**src/rtl/core/kbd_pkg.sv**
```systemverilog
`timescale 1ns / 1ps
// ----------------------------------------------------------------------------
// Keyboard decoder package
// Scancode constants, result codes, flag and key types, and the set 1
// character tables shared by the keyboard scancode decoder.
// ----------------------------------------------------------------------------
package kbd_pkg;

    localparam int unsigned CODE_W  = 8;
    localparam int unsigned CHAR_W  = 8;
    localparam int unsigned KIND_W  = 2;
    localparam int unsigned TAB_IDX_W = 6;

    // Last scancode covered by the character tables, plus one.
    localparam logic [CODE_W-1:0] TAB_LEN = 8'h3A;

    // Modifier make and break codes.
    localparam logic [CODE_W-1:0] SC_LSHIFT_MK = 8'h2A;
    localparam logic [CODE_W-1:0] SC_RSHIFT_MK = 8'h36;
    localparam logic [CODE_W-1:0] SC_LSHIFT_BR = 8'hAA;
    localparam logic [CODE_W-1:0] SC_RSHIFT_BR = 8'hB6;
    localparam logic [CODE_W-1:0] SC_CAPS_MK   = 8'h3A;
    localparam logic [CODE_W-1:0] SC_CTRL_MK   = 8'h1D;
    localparam logic [CODE_W-1:0] SC_CTRL_BR   = 8'h9D;
    localparam logic [CODE_W-1:0] SC_ALT_MK    = 8'h38;
    localparam logic [CODE_W-1:0] SC_ALT_BR    = 8'hB8;
    localparam logic [CODE_W-1:0] SC_EXT_PFX   = 8'hE0;
    localparam logic [CODE_W-1:0] SC_WIN_KEY   = 8'h5B;

    // Arrow keys and the characters they produce.
    localparam logic [CODE_W-1:0] SC_LEFT  = 8'h4B;
    localparam logic [CODE_W-1:0] SC_UP    = 8'h48;
    localparam logic [CODE_W-1:0] SC_DOWN  = 8'h50;
    localparam logic [CODE_W-1:0] SC_RIGHT = 8'h4D;

    localparam logic [CHAR_W-1:0] CH_LEFT  = 8'hFC;
    localparam logic [CHAR_W-1:0] CH_UP    = 8'hFD;
    localparam logic [CHAR_W-1:0] CH_DOWN  = 8'hFE;
    localparam logic [CHAR_W-1:0] CH_RIGHT = 8'hFF;

    localparam logic [CHAR_W-1:0] CH_NONE     = 8'h00;
    localparam logic [CHAR_W-1:0] CH_LOWER_A  = 8'h61;
    localparam logic [CHAR_W-1:0] CH_LOWER_Z  = 8'h7A;
    localparam logic [CHAR_W-1:0] CH_CASE_MSK = 8'hDF;

    typedef enum logic [KIND_W-1:0] {
        EV_CHAR  = 2'd0,
        EV_MOD   = 2'd1,
        EV_KEYUP = 2'd2
    } t_event_kind;

    typedef struct packed {
        logic shift;
        logic caps;
        logic ctrl;
        logic alt;
    } t_mods;

    typedef struct packed {
        t_event_kind         kind;
        logic [CHAR_W-1:0]   char_code;
    } t_key_info;

    // Unshifted character for scancodes below TAB_LEN; zero means no character.
    function automatic logic [CHAR_W-1:0] f_plain_char(input logic [TAB_IDX_W-1:0] idx);
        logic [CHAR_W-1:0] c;
        case (idx)
            6'h01: c = 8'h1B;
            6'h02: c = 8'h31;
            6'h03: c = 8'h32;
            6'h04: c = 8'h33;
            6'h05: c = 8'h34;
            6'h06: c = 8'h35;
            6'h07: c = 8'h36;
            6'h08: c = 8'h37;
            6'h09: c = 8'h38;
            6'h0A: c = 8'h39;
            6'h0B: c = 8'h30;
            6'h0C: c = 8'h2D;
            6'h0D: c = 8'h3D;
            6'h0E: c = 8'h08;
            6'h0F: c = 8'h0B;
            6'h10: c = 8'h71;
            6'h11: c = 8'h77;
            6'h12: c = 8'h65;
            6'h13: c = 8'h72;
            6'h14: c = 8'h74;
            6'h15: c = 8'h79;
            6'h16: c = 8'h75;
            6'h17: c = 8'h69;
            6'h18: c = 8'h6F;
            6'h19: c = 8'h70;
            6'h1A: c = 8'h5B;
            6'h1B: c = 8'h5D;
            6'h1C: c = 8'h0A;
            6'h1E: c = 8'h61;
            6'h1F: c = 8'h73;
            6'h20: c = 8'h64;
            6'h21: c = 8'h66;
            6'h22: c = 8'h67;
            6'h23: c = 8'h68;
            6'h24: c = 8'h6A;
            6'h25: c = 8'h6B;
            6'h26: c = 8'h6C;
            6'h27: c = 8'h3B;
            6'h28: c = 8'h27;
            6'h29: c = 8'h60;
            6'h2B: c = 8'h5C;
            6'h2C: c = 8'h7A;
            6'h2D: c = 8'h78;
            6'h2E: c = 8'h63;
            6'h2F: c = 8'h76;
            6'h30: c = 8'h62;
            6'h31: c = 8'h6E;
            6'h32: c = 8'h6D;
            6'h33: c = 8'h2C;
            6'h34: c = 8'h2E;
            6'h35: c = 8'h2F;
            6'h39: c = 8'h20;
            default: c = CH_NONE;
        endcase
        return c;
    endfunction

    // Shifted symbol for digit and punctuation keys; other keys keep the
    // plain character (letters are upper-cased by the caller).
    function automatic logic [CHAR_W-1:0] f_shift_char(input logic [TAB_IDX_W-1:0] idx);
        logic [CHAR_W-1:0] c;
        case (idx)
            6'h02: c = 8'h21;
            6'h03: c = 8'h40;
            6'h04: c = 8'h23;
            6'h05: c = 8'h24;
            6'h06: c = 8'h25;
            6'h07: c = 8'h5E;
            6'h08: c = 8'h26;
            6'h09: c = 8'h2A;
            6'h0A: c = 8'h28;
            6'h0B: c = 8'h29;
            6'h0C: c = 8'h5F;
            6'h0D: c = 8'h2B;
            6'h1A: c = 8'h7B;
            6'h1B: c = 8'h7D;
            6'h27: c = 8'h3A;
            6'h28: c = 8'h22;
            6'h29: c = 8'h7E;
            6'h2B: c = 8'h7C;
            6'h33: c = 8'h3C;
            6'h34: c = 8'h3E;
            6'h35: c = 8'h3F;
            default: c = f_plain_char(idx);
        endcase
        return c;
    endfunction

endpackage

```
**src/rtl/core/kbd_if.sv**
```systemverilog
`timescale 1ns / 1ps
// ----------------------------------------------------------------------------
// Keyboard decoder stream interfaces
// Valid/ready channels for incoming scancodes and outgoing key events.
// ----------------------------------------------------------------------------
interface kbd_scan_if
    import kbd_pkg::*;
();
    logic              valid;
    logic              ready;
    logic [CODE_W-1:0] scan_code;

    modport source (output valid, output scan_code, input ready);
    modport sink   (input valid, input scan_code, output ready);
endinterface

interface kbd_event_if
    import kbd_pkg::*;
();
    logic              valid;
    logic              ready;
    logic [KIND_W-1:0] event_kind;
    logic [CHAR_W-1:0] char_code;
    logic              shift_held;
    logic              caps_on;
    logic              ctrl_held;
    logic              alt_held;
    logic [CODE_W-1:0] raw_echo;

    modport source (output valid, output event_kind, output char_code, output shift_held,
                    output caps_on, output ctrl_held, output alt_held, output raw_echo,
                    input ready);
    modport sink   (input valid, input event_kind, input char_code, input shift_held,
                    input caps_on, input ctrl_held, input alt_held, input raw_echo,
                    output ready);
endinterface

```
**src/rtl/core/kbd_char_map.sv**
```systemverilog
`timescale 1ns / 1ps
// ----------------------------------------------------------------------------
// Keyboard character map
// Classifies one scancode and looks up its character from the current
// shift and caps-lock flags.
// ----------------------------------------------------------------------------
module kbd_char_map
    import kbd_pkg::*;
(
    input  logic [CODE_W-1:0] i_code,
    input  logic              i_shift,
    input  logic              i_caps,
    output t_key_info         o_info
);

    logic [TAB_IDX_W-1:0] w_idx;
    logic [CHAR_W-1:0]    w_plain;
    logic [CHAR_W-1:0]    w_shifted;
    logic                 w_letter;
    logic                 w_upper;

    assign w_idx     = i_code[TAB_IDX_W-1:0];
    assign w_plain   = f_plain_char(w_idx);
    assign w_letter  = w_plain inside {[CH_LOWER_A:CH_LOWER_Z]};
    // Letters follow shift XOR caps; every other key follows shift alone.
    assign w_upper   = w_letter ? (i_shift ^ i_caps) : i_shift;
    assign w_shifted = w_letter ? (w_plain & CH_CASE_MSK) : f_shift_char(w_idx);

    always_comb begin
        o_info.kind      = EV_KEYUP;
        o_info.char_code = CH_NONE;
        case (i_code)
            SC_LSHIFT_MK, SC_RSHIFT_MK, SC_LSHIFT_BR, SC_RSHIFT_BR, SC_CAPS_MK,
            SC_CTRL_MK, SC_CTRL_BR, SC_ALT_MK, SC_ALT_BR, SC_EXT_PFX,
            SC_WIN_KEY: begin
                o_info.kind = EV_MOD;
            end
            SC_LEFT: begin
                o_info.kind      = EV_CHAR;
                o_info.char_code = CH_LEFT;
            end
            SC_UP: begin
                o_info.kind      = EV_CHAR;
                o_info.char_code = CH_UP;
            end
            SC_DOWN: begin
                o_info.kind      = EV_CHAR;
                o_info.char_code = CH_DOWN;
            end
            SC_RIGHT: begin
                o_info.kind      = EV_CHAR;
                o_info.char_code = CH_RIGHT;
            end
            default: begin
                if ((i_code < TAB_LEN) && (w_plain != CH_NONE)) begin
                    o_info.kind      = EV_CHAR;
                    o_info.char_code = w_upper ? w_shifted : w_plain;
                end
            end
        endcase
    end

endmodule

```
**src/rtl/core/kbd_mod_state.sv**
```systemverilog
`timescale 1ns / 1ps
// ----------------------------------------------------------------------------
// Keyboard modifier state
// Holds the shift, caps-lock, control and alt flags and applies the
// modifier make and break codes as scancodes pass through.
// ----------------------------------------------------------------------------
module kbd_mod_state
    import kbd_pkg::*;
(
    input  logic              i_clk,
    input  logic              i_rst_n,
    input  logic              i_advance,
    input  logic [CODE_W-1:0] i_code,
    output t_mods             o_mods,
    output t_mods             o_mods_next
);

    t_mods r_mods;
    t_mods n_mods;

    always_comb begin
        n_mods = r_mods;
        case (i_code)
            SC_LSHIFT_MK, SC_RSHIFT_MK: n_mods.shift = 1'b1;
            SC_LSHIFT_BR, SC_RSHIFT_BR: n_mods.shift = 1'b0;
            SC_CAPS_MK:                 n_mods.caps  = ~r_mods.caps;
            SC_CTRL_MK:                 n_mods.ctrl  = 1'b1;
            SC_CTRL_BR:                 n_mods.ctrl  = 1'b0;
            SC_ALT_MK:                  n_mods.alt   = 1'b1;
            SC_ALT_BR, SC_EXT_PFX:      n_mods.alt   = 1'b0;
            default:                    n_mods = r_mods;
        endcase
    end

    always_ff @(posedge i_clk) begin
        if (!i_rst_n) begin
            r_mods <= '0;
        end else if (i_advance) begin
            r_mods <= n_mods;
        end
    end

    assign o_mods      = r_mods;
    assign o_mods_next = n_mods;

endmodule

```
**src/rtl/core/keyboard_scancode_to_ascii.sv**
```systemverilog
`timescale 1ns / 1ps
// ----------------------------------------------------------------------------
// Keyboard scancode to ASCII decoder
// Turns set 1 scancodes into key events carrying a character, the
// modifier flags and the scancode itself.
// ----------------------------------------------------------------------------
// Usage:
//   i_scan takes one scancode byte per transaction. o_event gives exactly one
//   event per scancode, in order: the event kind (character, modifier or
//   ignored key, key-up or unmapped), the character byte, the four modifier
//   flags as they stand after the scancode, and the scancode echoed back.
//   A scancode accepted on i_scan is held in the input register, decoded
//   through the character map and the modifier update, and its event is
//   loaded into the event register. Throughput is one scancode per cycle
//   while the receiver takes events; the flag register is the only loop.
//   The input register and the event register each hold one transaction,
//   so a stalled receiver fills both before i_scan.ready drops, and
//   nothing is lost or repeated. Synchronous reset clears all four flags
//   and empties both registers.
// ----------------------------------------------------------------------------
module keyboard_scancode_to_ascii
    import kbd_pkg::*;
(
    input  logic               i_clk,
    input  logic               i_rst_n,
    kbd_scan_if.sink           i_scan,
    kbd_event_if.source        o_event
);

    logic              r_in_valid;
    logic [CODE_W-1:0] r_code;
    logic              r_out_valid;
    t_key_info         r_info;
    t_mods             r_out_mods;
    logic [CODE_W-1:0] r_echo;

    logic              w_advance;
    t_key_info         w_info;
    t_mods             w_mods;
    t_mods             w_mods_next;

    assign w_advance   = r_in_valid && (!r_out_valid || o_event.ready);
    assign i_scan.ready = !r_in_valid || w_advance;

    kbd_char_map u_char_map (
        .i_code  (r_code),
        .i_shift (w_mods.shift),
        .i_caps  (w_mods.caps),
        .o_info  (w_info)
    );

    kbd_mod_state u_mod_state (
        .i_clk       (i_clk),
        .i_rst_n     (i_rst_n),
        .i_advance   (w_advance),
        .i_code      (r_code),
        .o_mods      (w_mods),
        .o_mods_next (w_mods_next)
    );

    always_ff @(posedge i_clk) begin
        if (!i_rst_n) begin
            r_in_valid <= 1'b0;
        end else if (i_scan.valid && i_scan.ready) begin
            r_in_valid <= 1'b1;
        end else if (w_advance) begin
            r_in_valid <= 1'b0;
        end
    end

    always_ff @(posedge i_clk) begin
        if (i_scan.valid && i_scan.ready) begin
            r_code <= i_scan.scan_code;
        end
    end

    always_ff @(posedge i_clk) begin
        if (!i_rst_n) begin
            r_out_valid <= 1'b0;
        end else if (w_advance) begin
            r_out_valid <= 1'b1;
        end else if (o_event.ready) begin
            r_out_valid <= 1'b0;
        end
    end

    always_ff @(posedge i_clk) begin
        if (w_advance) begin
            r_info     <= w_info;
            r_out_mods <= w_mods_next;
            r_echo     <= r_code;
        end
    end

    assign o_event.valid      = r_out_valid;
    assign o_event.event_kind = r_info.kind;
    assign o_event.char_code  = r_info.char_code;
    assign o_event.shift_held = r_out_mods.shift;
    assign o_event.caps_on    = r_out_mods.caps;
    assign o_event.ctrl_held  = r_out_mods.ctrl;
    assign o_event.alt_held   = r_out_mods.alt;
    assign o_event.raw_echo   = r_echo;

endmodule

```
**src/flat_wrapper.sv**
```systemverilog
// flat-port wrapper written by rule: the top's interface ports become plain ports
module keyboard_scancode_to_ascii_flat import kbd_pkg::*;
  (i_clk, i_rst_n, i_scan_valid, i_scan_scan_code, i_scan_ready, o_event_valid, o_event_event_kind, o_event_char_code, o_event_shift_held, o_event_caps_on, o_event_ctrl_held, o_event_alt_held, o_event_raw_echo, o_event_ready);
  kbd_scan_if i_scan_i ();
  kbd_event_if o_event_i ();
  input  logic i_clk;
  input  logic i_rst_n;
  input wire logic [$bits(i_scan_i.valid)-1:0] i_scan_valid;
  input wire logic [$bits(i_scan_i.scan_code)-1:0] i_scan_scan_code;
  output wire logic [$bits(i_scan_i.ready)-1:0] i_scan_ready;
  output wire logic [$bits(o_event_i.valid)-1:0] o_event_valid;
  output wire logic [$bits(o_event_i.event_kind)-1:0] o_event_event_kind;
  output wire logic [$bits(o_event_i.char_code)-1:0] o_event_char_code;
  output wire logic [$bits(o_event_i.shift_held)-1:0] o_event_shift_held;
  output wire logic [$bits(o_event_i.caps_on)-1:0] o_event_caps_on;
  output wire logic [$bits(o_event_i.ctrl_held)-1:0] o_event_ctrl_held;
  output wire logic [$bits(o_event_i.alt_held)-1:0] o_event_alt_held;
  output wire logic [$bits(o_event_i.raw_echo)-1:0] o_event_raw_echo;
  input wire logic [$bits(o_event_i.ready)-1:0] o_event_ready;
  assign i_scan_i.valid = i_scan_valid;
  assign i_scan_i.scan_code = i_scan_scan_code;
  assign i_scan_ready = i_scan_i.ready;
  assign o_event_valid = o_event_i.valid;
  assign o_event_event_kind = o_event_i.event_kind;
  assign o_event_char_code = o_event_i.char_code;
  assign o_event_shift_held = o_event_i.shift_held;
  assign o_event_caps_on = o_event_i.caps_on;
  assign o_event_ctrl_held = o_event_i.ctrl_held;
  assign o_event_alt_held = o_event_i.alt_held;
  assign o_event_raw_echo = o_event_i.raw_echo;
  assign o_event_i.ready = o_event_ready;
  keyboard_scancode_to_ascii u_core (.i_clk(i_clk), .i_rst_n(i_rst_n), .i_scan(i_scan_i), .o_event(o_event_i));
endmodule
```
**config.mk**
```make
export PLATFORM = sky130hd
export DESIGN_NAME = keyboard_scancode_to_ascii_flat
export DESIGN_NICKNAME = d
export VERILOG_FILES = /design/src/rtl/core/kbd_pkg.sv /design/src/rtl/core/kbd_if.sv /design/src/rtl/core/kbd_char_map.sv /design/src/rtl/core/kbd_mod_state.sv /design/src/rtl/core/keyboard_scancode_to_ascii.sv /design/src/flat_wrapper.sv
export SDC_FILE = /design/constraint.sdc
export NUM_CORES = 1
export LEC_CHECK = 0
export ABC_AREA = 1
export BUFFER_PORTS_ARGS = -buffer_cell sky130_fd_sc_hd__buf_2
export CAP_MARGIN = 20
export CORE_ASPECT_RATIO = 0.9
export CORE_UTILIZATION = 42
export CTS_CLUSTER_SIZE = 28
export DETAILED_ROUTE_END_ITERATION = 6
export REMOVE_ABC_BUFFERS = 1
export SLEW_MARGIN = 20
export SYNTH_ARGS = -nofsm -noshare
export SYNTH_HDL_FRONTEND = slang
export SYNTH_HIERARCHICAL = 1
export SYNTH_SLANG_ARGS = --single-unit
```
**constraint.sdc**
```tcl
create_clock -name i_clk -period 3.4 [get_ports i_clk]
set_input_delay 0.34 -clock i_clk [delete_from_list [all_inputs] [get_ports i_clk]]
set_output_delay 0.34 -clock i_clk [all_outputs]
set_load 0.01 [all_outputs]
```
# Word-level counts from Yosys, hierarchy flattened
# Memory sizes are Yosys's and may differ from the RTL's. A register that Yosys moved wholly into a read port is not among the register bits.
# Cells that the tools add are included.
# totals
regBits	36
mem_bits_ro	896
inputBits	12
output_inout_bits	24
memories	2
# op_classes
order_cmp	3
eq_ne	36
muxes	17
bitwise_logic	2
n_reduce_logical	16
# memory_table
memory	words	word_bits	rd	rd_clocked_by_memory_dff	wr	line_no	text
(name not given)	64	7	1	1	0	kbd_pkg.sv:67	case (idx)
(name not given)	64	7	1	1	0	kbd_pkg.sv:67	
# op_table
op	count
8-bit case mux with 21 select lines	1
6-bit equality test (second input constant)	7
8-bit by 7-bit equality test with 1-bit output (second input constant)	5
8-bit equality test (second input constant)	5
8-bit case mux with 5 select lines	1
6-bit by 4-bit equality test with 1-bit output (second input constant)	6
8-bit by 6-bit equality test with 1-bit output (second input constant)	4
6-bit by 3-bit equality test with 1-bit output (second input constant)	4
8-bit two-way mux	2
6-bit by 2-bit equality test with 1-bit output (second input constant)	2
6-bit by 5-bit equality test with 1-bit output (second input constant)	2
6-bit two-way mux	2
11-bit OR reduction	1
10-bit two-way mux	1
8-bit by 5-bit equality test with 1-bit output (second input constant)	1
8-bit by 7-bit greater-or-equal comparator with 1-bit output (second input constant)	1
8-bit by 7-bit less-or-equal comparator with 1-bit output (second input constant)	1
8-bit by 6-bit less-than comparator with 1-bit output (second input constant)	1
8-bit nonzero test	1
1-bit two-way mux	6
1-bit case mux with 2 select lines	3
2-bit OR reduction	3
1-bit logical AND	4
2-bit case mux with 2 select lines	1
other kinds (6)	9

# Depth between registers and ports, before layout
# Gate-level depths: netlist of the first run.
# logic_depth
ltp_word	6
ltp_mapped	19
mapped_depth_nobuf	19

# Cells and area by module
# Netlist of the first run, hierarchy kept.
# modules_own_cells
module	n_inst	cells_each	area_each_um2	seq_area_each_um2
kbd_char_map	1	305	1535.2	0.0
keyboard_scancode_to_ascii	1	43	996.0	940.9
kbd_mod_state	1	84	411.6	80.1

# Worst setup path after synthesis of the first run
# OpenSTA, ideal clock, no wires.
# synth_path
kind	reg2reg
from	reg u_core.r_code[1]
to	reg u_core.r_info (netlist bit u_core/o_event.char_code[3]), data pin
setup_time_ps	259
arrival_ps	2136
slack_ps	1005
path_stages_with_launch	15
n_path_buf	0
cell_sequence	edfxtp_1 -> inv_1 -> ha_1 -> inv_1 -> nor2_1 -> o21ai_1 -> nand4_1 -> nor2_2 -> nand2_1 -> nor2_1 -> nor2_1 -> nand2_4 -> inv_4 -> a21oi_1 -> o21ai_1
# synth_lines
item	line_no	text
from (decl)	keyboard_scancode_to_ascii.sv:31	logic [CODE_W-1:0] r_code;
from (signal assigned)	keyboard_scancode_to_ascii.sv:73	r_code <= i_scan.scan_code;
to (signal assigned)	keyboard_scancode_to_ascii.sv:89	r_info <= w_info;
to (decl)	keyboard_scancode_to_ascii.sv:33	t_key_info r_info;

==> results of run 1 <==
-- routing by layer --
layer	track usage (%)	wire [um]
met1	28.5	3590
met2	33.7	3260
met3	5.93	566
met4	8.06	177
met5	0	0
-- cell families after synthesis --
group / count (synthesis) / synth area share (%)
AOI/OAI and AO/OA: 37 / 7.48
and+or+nand+nor: 280 / 42.6
adders and majority gates: 10 / 4.25
xor gates and xnor gates: 1 / 0.298
buffers and inverters: 68 / 10.6
DFF: 36 / 34.7
-- power by group --
| part | switching, mW | internal (mW) |
|---|---|---|
| Sequential | 0.0197 | 0.506 |
| Clock | 0.141 | 0.180 |
| Combinational | 0.184 | 0.0882 |
| Total | 0.345 | 0.774 |
-- sequential cells by signal, summed over array words and instances (netlist names) --
name / cells
u_core/o_event.char_code: 8
u_core/o_event.raw_echo: 8
u_core/r_code: 8
u_core/u_mod_state/o_mods: 4
u_core/o_event.event_kind: 2
u_core/o_event.alt_held: 1
u_core/o_event.caps_on: 1
u_core/o_event.ctrl_held: 1
u_core/o_event.shift_held: 1
u_core/o_event.valid: 1
u_core/r_in_valid: 1
-- cells in the mapped netlist --
cell type / instances
sky130_fd_sc_hd__buf_6: 5
sky130_fd_sc_hd__buf_4: 3
sky130_fd_sc_hd__inv_4: 3
sky130_fd_sc_hd__ha_1: 10
sky130_fd_sc_hd__nand3_1: 49
sky130_fd_sc_hd__nand2_1: 136
sky130_fd_sc_hd__nand2_2: 3
sky130_fd_sc_hd__or2_1: 1
sky130_fd_sc_hd__a21boi_0: 1
sky130_fd_sc_hd__o21ai_2: 1
sky130_fd_sc_hd__o2111ai_1: 1
sky130_fd_sc_hd__nand4_1: 4
sky130_fd_sc_hd__nor2_2: 7
sky130_fd_sc_hd__dfxtp_1: 6
sky130_fd_sc_hd__a211oi_1: 2
sky130_fd_sc_hd__o21ai_0: 8
sky130_fd_sc_hd__a31oi_1: 2
sky130_fd_sc_hd__inv_1: 51
sky130_fd_sc_hd__nor4_1: 2
sky130_fd_sc_hd__nor2_1: 59
sky130_fd_sc_hd__nor2_8: 1
sky130_fd_sc_hd__buf_2: 1
sky130_fd_sc_hd__o211ai_1: 1
sky130_fd_sc_hd__nand2_4: 2
sky130_fd_sc_hd__a22oi_2: 1
sky130_fd_sc_hd__nor3_1: 7
sky130_fd_sc_hd__edfxtp_1: 30
sky130_fd_sc_hd__a21oi_2: 1
sky130_fd_sc_hd__o21bai_1: 1
sky130_fd_sc_hd__xnor2_1: 1
sky130_fd_sc_hd__nand3_2: 6
sky130_fd_sc_hd__inv_2: 5
sky130_fd_sc_hd__o21ai_1: 5
sky130_fd_sc_hd__o22ai_1: 1
sky130_fd_sc_hd__nor2_4: 3
sky130_fd_sc_hd__a21oi_1: 12
-- layout by cell type (no fill, tap or decap) --
cell	count
sky130_fd_sc_hd__nor4_1	2
sky130_fd_sc_hd__o21ai_0	8
sky130_fd_sc_hd__nand3_1	49
sky130_fd_sc_hd__o22ai_1	1
sky130_fd_sc_hd__nor2_2	7
sky130_fd_sc_hd__o2111ai_1	1
sky130_fd_sc_hd__nor3_1	7
sky130_fd_sc_hd__a211oi_1	2
sky130_fd_sc_hd__a21oi_1	11
sky130_fd_sc_hd__dfxtp_1	6
sky130_fd_sc_hd__nor2_4	3
sky130_fd_sc_hd__nand3_2	6
sky130_fd_sc_hd__nand2_4	2
sky130_fd_sc_hd__or2_1	1
sky130_fd_sc_hd__o21bai_1	1
sky130_fd_sc_hd__buf_4	6
sky130_fd_sc_hd__a22oi_2	1
sky130_fd_sc_hd__buf_2	35
sky130_fd_sc_hd__edfxtp_1	30
sky130_fd_sc_hd__o211ai_1	1
sky130_fd_sc_hd__a21boi_0	1
sky130_fd_sc_hd__ha_1	10
sky130_fd_sc_hd__o21ai_2	1
sky130_fd_sc_hd__nand4_1	4
sky130_fd_sc_hd__nand2_2	3
sky130_fd_sc_hd__inv_2	5
sky130_fd_sc_hd__clkbuf_8	7
sky130_fd_sc_hd__xnor2_1	1
sky130_fd_sc_hd__inv_4	3
sky130_fd_sc_hd__a31oi_1	2
sky130_fd_sc_hd__a21oi_2	2
sky130_fd_sc_hd__nor2_1	59
sky130_fd_sc_hd__o21ai_1	5
sky130_fd_sc_hd__nand2_1	136
sky130_fd_sc_hd__inv_1	51
sky130_fd_sc_hd__nor2_8	1
-- final cells by class --
cell class	instances	area, sq um
tap	90	113
sequential	36	1020
multi-input combinational	328	1610
clock buffer	7	96.3
fill	714	3360
timing repair buffer	41	220
inverter	59	229
-- how the worst max path moves through the flow --
stage | from | endpoint | slack [ns] | cells after the start
2_1_floorplan | u_core/r_code[3]$_DFFE_PP_ | u_core/o_event.char_code[3]$_DFFE_PP_ | 0.83 | 13
3_3_place_gp | u_core/r_code[1]$_DFFE_PP_ | u_core/o_event.char_code[1]$_DFFE_PP_ | 0.54 | 16
3_5_place_dp | u_core/r_code[1]$_DFFE_PP_ | u_core/o_event.char_code[3]$_DFFE_PP_ | 0.50 | 16
4_1_cts | u_core/r_code[1]$_DFFE_PP_ | u_core/o_event.char_code[3]$_DFFE_PP_ | 0.48 | 16
5_1_grt | u_core/r_code[1]$_DFFE_PP_ | u_core/o_event.char_code[3]$_DFFE_PP_ | 0.15 | 16
6_report | u_core/r_code[1]$_DFFE_PP_ | u_core/o_event.char_code[3]$_DFFE_PP_ | 0.48 | 16
-- worst max-delay path: stages, from the launching register on --
cell	delay [ns]
sky130_fd_sc_hd__edfxtp_1	0.61
sky130_fd_sc_hd__inv_1	0.27
sky130_fd_sc_hd__ha_1	0.25
sky130_fd_sc_hd__inv_1	0.11
sky130_fd_sc_hd__nand2_1	0.08
sky130_fd_sc_hd__nand2_1	0.08
sky130_fd_sc_hd__nand2_1	0.05
sky130_fd_sc_hd__o21ai_0	0.25
sky130_fd_sc_hd__nand2_1	0.09
sky130_fd_sc_hd__nor2_1	0.14
sky130_fd_sc_hd__nand2_1	0.07
sky130_fd_sc_hd__nand3_1	0.13
sky130_fd_sc_hd__nand3_2	0.13
sky130_fd_sc_hd__nand2_4	0.14
sky130_fd_sc_hd__inv_4	0.05
sky130_fd_sc_hd__a21oi_1	0.14
sky130_fd_sc_hd__o21ai_1	0.07
-- per-stage QoR --
stage	hold slack, ns	std cells	utilization (%)	setup slack, ns
2_1_floorplan	0.439	423	-	0.834
3_3_place_gp	0.488	554	48.0	0.537
3_5_place_dp	0.503	554	48.0	0.502
4_1_cts	0.223	561	49.5	0.480
5_1_grt	0.211	561	49.5	0.154
6_report	0.232	561	49.5	0.476
==> results.ini, run 1 <==
[floorplanning]
io_pins = 36
height_of_the_die_um = 81.4
die-width_um = 90.2
floorplan.die_area_sq_um = 7350
initial_core_util_pct = 44.2
core_sq_um = 6660
placement_rows = 28

[sta]
clock.fmax_ghz = 0.342
total_of_endpoints_with_negative_setup_slack_in_the_final_report = 0
finalWorstPathRequiredPeriod_ns = 2.92
report.final.slew_viol_count = 0
fin_worst_skew_ns = 0.00456
timing.slew.headroom_pct = 61.3
finalHoldViolations = 0
finalSetupTns_ns = 0
setup_repair_after_global_routing_missed_its_margin = no
layout_worst_path_cycle_share_pct = 86.0
tightestPinTransition_ns = 0.580

[critical_path]
criticalPathCategory = reg2reg
crit-reg2reg-capture = u_core/o_event.char_code[3]$_DFFE_PP_
worst_endpoint_data_arrival_time_ns = 2.96
critical_register_to_register_path_startpoint = u_core/r_code[1]$_DFFE_PP_
critical_path_peak_fanout = 13
timing.reg2reg.setup_slack_ns = 0.48
cp_launch_type = flop
reg2regPathDepth = 16
worst-endpoint-required_ns = 3.43
setup.worst_path.end_class = flop

[synth]
ys_top_cells_by_area = sky130_fd_sc_hd__edfxtp_1, sky130_fd_sc_hd__nand2_1, sky130_fd_sc_hd__nand3_1
synth.distinct_cells = 36
synth_top_area_cell = sky130_fd_sc_hd__edfxtp_1
synth-warning-count = 6
syn_area_sq_um = 2940
seq_area_frac_synth_pct = 34.7
netlist.area_leader.share_pct = 30.6
average_instance_area_after_synthesis_sq_um = 6.81
synth.ff_latch_count = 36
synth_cells = 432

[hold_path]
hold_class = in2reg
min_to = u_core/r_code[3]$_DFFE_PP_
hold_path_startpoint = i_scan_scan_code[3]
worst_hold_path_cell_count = 1

[route]
routedWlPerCell_um = 13.5
drcViolationCount = 0
viasPerCell = 5.19
number_of_antenna_violating_nets_in_the_routed_design = 0
detail_route.wirelength_mm = 7.60
dr.pass1.iters = 5
initialDrtViolationCount = 270
num_vias = 2912

[clock_network]
root_buffer = sky130_fd_sc_hd__clkbuf_8
cts_repair_resize_count = 0
clk_path_buf_depth = 2
cts_sinks = 36
tritoncts = built
htree_num_levels = 2
postCtsSetupBuffers = 0
post_cts_hold_buffer_count = 0
numCtsBuffers = 5
clkTransAtPathRegs_ns = 0.07
clk_latency_ns = 0.28

[pwr]
cellPowerDensity_nw_per_um2 = 340
design_power_total_mw = 1.12
static-leakage-power_nw = 1.65
max-vdd-ir-drop_v = 0.000245

[place]
dp.final_hpwl_mm = 5.92
portBuffers = 35
dpl_cell_area_sq_um = 3200
place_congestion = 0.963

[final_layout]
drive_above_1_share_pct = 17.4
nNetsFinal = 493
n_antenna_cell = 0
area_growth_syn_to_layout_pct = 11.9
post-route-cell-area_sq_um = 3290

[global_routing]
grt_overflow_total = 0
global_route.usage.total_pct = 21.5
grt_start_max_net_pins = 31
grt_pass1_wl_mm = 12.3
grt_antenna_before_repair = 0
grt_pass1_vias = 2551

[status]
status = complete, no violations

[job]
max_cap_viols = 0

No activity file was read; power rests on OpenSTA's default activity.
==> run 2, diff against run 1 <==
--- a/config.mk
+++ b/config.mk
@@ -5,13 +5,13 @@
 export SDC_FILE = /design/constraint.sdc
 export NUM_CORES = 1
 export LEC_CHECK = 0
-export ABC_AREA = 1
+export ABC_AREA = 0
 export BUFFER_PORTS_ARGS = -buffer_cell sky130_fd_sc_hd__buf_2
 export CAP_MARGIN = 20
-export CORE_ASPECT_RATIO = 0.9
 export CORE_UTILIZATION = 42
 export CTS_CLUSTER_SIZE = 28
 export DETAILED_ROUTE_END_ITERATION = 6
+export PLACE_DENSITY = 0.69
 export REMOVE_ABC_BUFFERS = 1
 export SLEW_MARGIN = 20
 export SYNTH_ARGS = -nofsm -noshare
==> run 2 against run 1 <==
Against the previous run: core utilization is 0.43 points higher; global-route usage fell by 0.26 points; first-iteration DRC count rose by 4.1%; critical path type unchanged; largest cell class unchanged.
==> results.ini, run 2 <==
[status]
status = complete, no violations  ; unchanged

[sta]
report.final.slew_viol_count = 0  ; unchanged
timing.slew.headroom_pct = 49.6  ; was 61.3%
setup_repair_after_global_routing_missed_its_margin = no  ; unchanged
hold-worst-slack_ns = 0.220  ; was 0.232 ns
finalSetupTns_ns = 0  ; unchanged
finalWorstPathRequiredPeriod_ns = 3.24  ; was 2.92 ns
finalHoldViolations = 0  ; unchanged
total_of_endpoints_with_negative_setup_slack_in_the_final_report = 0  ; unchanged
layout_worst_path_cycle_share_pct = 95.2  ; was 86.0%
clock.fmax_ghz = 0.309  ; was 0.342 GHz
fin_worst_skew_ns = 0.0149  ; was 0.00456 ns
tightestPinTransition_ns = 0.757  ; was 0.580 ns

[pwr]
static-leakage-power_nw = 1.30  ; was 1.65 nW
cellPowerDensity_nw_per_um2 = 321  ; was 340 nW/um^2
max-vdd-ir-drop_v = 0.000223  ; was 0.000245 V
clock_power_share_pct = 26.8  ; was 28.7%
switching_share_pct = 30.9  ; was 30.8%
power.switching_mw = 0.337  ; was 0.345 mW
sequentialPowerShare_pct = 47.5  ; was 46.9%
internal_power_mw = 0.752  ; was 0.774 mW
power.combinational.fraction_pct = 25.7  ; was 24.3%

[global_routing]
grt_antenna_before_repair = 0  ; unchanged
grt_pass1_wl_mm = 12.4  ; was 12.3 mm
grt_pass1_vias = 2464  ; was 2551
global_route.usage.total_pct = 21.2  ; was 21.5%
grt_start_max_net_pins = 38  ; was 31
grt_overflow_total = 0  ; unchanged

[critical_path]
criticalPathCategory = reg2reg  ; unchanged
worst_endpoint_data_arrival_time_ns = 3.26  ; was 2.96 ns
setup.worst_path.end_class = flop  ; unchanged
worst-endpoint-required_ns = 3.43  ; about the same
reg2regPathDepth = 10  ; was 16
critical_path_peak_fanout = 18  ; was 13
cp_launch_type = flop  ; unchanged

[route]
number_of_antenna_violating_nets_in_the_routed_design = 0  ; unchanged
initialDrtViolationCount = 281  ; was 270
routedWlPerCell_um = 16.6  ; was 13.5 um
drcViolationCount = 0  ; unchanged
detail_route.wirelength_mm = 7.68  ; was 7.60 mm
num_vias = 2733  ; was 2912
dr.pass1.iters = 5  ; unchanged
viasPerCell = 5.90  ; was 5.19

[clock_network]
root_buffer = sky130_fd_sc_hd__clkbuf_8  ; unchanged
tritoncts = built  ; unchanged
htree_num_levels = 2  ; unchanged
clkTransAtPathRegs_ns = 0.08  ; was 0.07 ns
cts_sinks = 36  ; unchanged
postCtsSetupBuffers = 0  ; unchanged
clk_latency_ns = 0.29  ; was 0.28 ns
clk_path_buf_depth = 2  ; unchanged
post_cts_hold_buffer_count = 0  ; unchanged
cts_repair_resize_count = 0  ; unchanged
numCtsBuffers = 5  ; unchanged

[floorplanning]
core_sq_um = 6790  ; was 6660 sq um
floorplan.die_area_sq_um = 7350  ; about the same
height_of_the_die_um = 85.7  ; was 81.4 um
placement_rows = 30  ; was 28
io_pins = 36  ; unchanged
die-width_um = 85.7  ; was 90.2 um
initial_core_util_pct = 43.4  ; was 44.2%

[final_layout]
n_antenna_cell = 0  ; unchanged
final_common_cell = sky130_fd_sc_hd__buf_2  ; was sky130_fd_sc_hd__nand2_1
drive_above_1_share_pct = 23.7  ; was 17.4%
instances_no_fill = 463  ; was 561
area_growth_syn_to_layout_pct = 15.1  ; was 11.9%
final_cell_mix = sky130_fd_sc_hd__buf_2, sky130_fd_sc_hd__edfxtp_1, sky130_fd_sc_hd__nand2_1  ; was sky130_fd_sc_hd__nand2_1, sky130_fd_sc_hd__nor2_1, sky130_fd_sc_hd__inv_1
nNetsFinal = 388  ; was 493

[synth]
yosys-top-cells-count = sky130_fd_sc_hd__edfxtp_1, sky130_fd_sc_hd__nand2_1, sky130_fd_sc_hd__o21ai_0  ; was sky130_fd_sc_hd__nand2_1, sky130_fd_sc_hd__nor2_1, sky130_fd_sc_hd__inv_1
synth_top_flop_cell = sky130_fd_sc_hd__edfxtp_1  ; unchanged
seq_area_frac_synth_pct = 34.7  ; about the same
synthArstFlopShare_pct = 0  ; unchanged
synth-warning-count = 6  ; unchanged
synth_top_area_cell = sky130_fd_sc_hd__edfxtp_1  ; unchanged
synth_cells = 325  ; was 432
synth.distinct_cells = 79  ; was 36
netlist.area_leader.share_pct = 30.6  ; about the same
synth_enable_flop_cells = 30  ; unchanged
synthMostInstantiatedCell = sky130_fd_sc_hd__edfxtp_1  ; was sky130_fd_sc_hd__nand2_1
average_instance_area_after_synthesis_sq_um = 9.06  ; was 6.81 sq um
ys_top_cells_by_area = sky130_fd_sc_hd__edfxtp_1, sky130_fd_sc_hd__ha_1, sky130_fd_sc_hd__dfxtp_1  ; was sky130_fd_sc_hd__edfxtp_1, sky130_fd_sc_hd__nand2_1, sky130_fd_sc_hd__nand3_1
syn_area_sq_um = 2950  ; was 2940 sq um
synth.ff_latch_count = 36  ; unchanged

[place]
dp.final_hpwl_mm = 5.65  ; was 5.92 mm
place_congestion = 1.03  ; was 0.963
portBuffers = 35  ; unchanged
numPlacedInstances = 454  ; was 554

[job]
max_cap_viols = 0  ; unchanged

[hold_path]
hold_class = in2reg  ; unchanged
worst_hold_path_cell_count = 1  ; unchanged

-- run 2: through the flow --
step                total power [mW]  util [%]  setup WS [ns]  instance area (sq um)
global placement               0.795      48.2          0.143                   3280
floorplan                      0.698         -        0.00779                   2800
global route                    1.15      49.9         0.0263                   3390
detailed placement             0.794      48.2          0.169                   3280
finish                          1.09      49.9          0.162                   3390
CTS                             1.08      49.5          0.133                   3360
-- run 2: routing by layer --
layer | global-route usage, % | up-vias | wire [um] | part of all wire, %
li1 | - | 1315 | - | -
met1 | 30.3 | 1279 | 3450 | 45
met2 | 33.9 | 131 | 3650 | 48
met3 | 3.85 | 8 | 513 | 6.7
met4 | 3.94 | 0 | 68 | 0.89
met5 | 0 | - | 0 | 0
-- run 2: cell families after synthesis --
logic type / after synthesis / share of synthesized area, %
buf+inv: 39 / 6.84
fa+ha+maj: 10 / 4.25
mux: 11 / 4.21
flops: 36 / 34.7
xor+xnor: 1 / 0.297
simple gates: 130 / 26.3
compound gates: 98 / 23.4
-- run 2: worst paths after layout --
check / to / slack, ns / start
worst max-delay path: u_core/o_event.char_code[5]$_DFFE_PP_ / 0.16 / u_core/r_code[1]$_DFFE_PP_
worst min-delay path: u_core/r_code[5]$_DFFE_PP_ / 0.22 / i_scan_scan_code[5]
worst max register to register: u_core/o_event.char_code[5]$_DFFE_PP_ / 0.16 / u_core/r_code[1]$_DFFE_PP_
worst min register to register: u_core/u_mod_state/o_mods[1]$_SDFFE_PN0P_ / 0.47 / u_core/u_mod_state/o_mods[1]$_SDFFE_PN0P_
-- run 2: worst max-delay path, stage by stage (launching register included) --
cell and delay, ns:
sky130_fd_sc_hd__edfxtp_1 0.38, sky130_fd_sc_hd__buf_4 0.21, sky130_fd_sc_hd__ha_1 0.36, sky130_fd_sc_hd__mux2i_1 0.22
sky130_fd_sc_hd__mux2i_1 0.11, sky130_fd_sc_hd__a2111oi_2 0.49, sky130_fd_sc_hd__o21ai_2 0.19, sky130_fd_sc_hd__a21bo_1 0.30
sky130_fd_sc_hd__a211oi_4 0.31, sky130_fd_sc_hd__a211oi_1 0.12, sky130_fd_sc_hd__o32a_1 0.30
-- run 2: power groups by stage --
stage	sequential [mW]	clock [mW]	combinational, mW
6_report	0.518	0.291	0.280
2_1_floorplan	0.548	0	0.150
5_1_grt	0.520	0.321	0.305
3_3_place_gp	0.527	0	0.268
4_1_cts	0.518	0.299	0.268
3_5_place_dp	0.527	0	0.267
-- run 2: area by class of cell --
| cell class | instances | area (sq um) |
|---|---|---|
| inverter | 15 | 56.3 |
| fill | 644 | 3400 |
| timing repair buffer | 57 | 353 |
| sequential | 36 | 1020 |
| multi-input combinational | 251 | 1750 |
| clock buffer | 5 | 68.8 |
| clock inverter | 3 | 18.8 |
| tap | 96 | 120 |
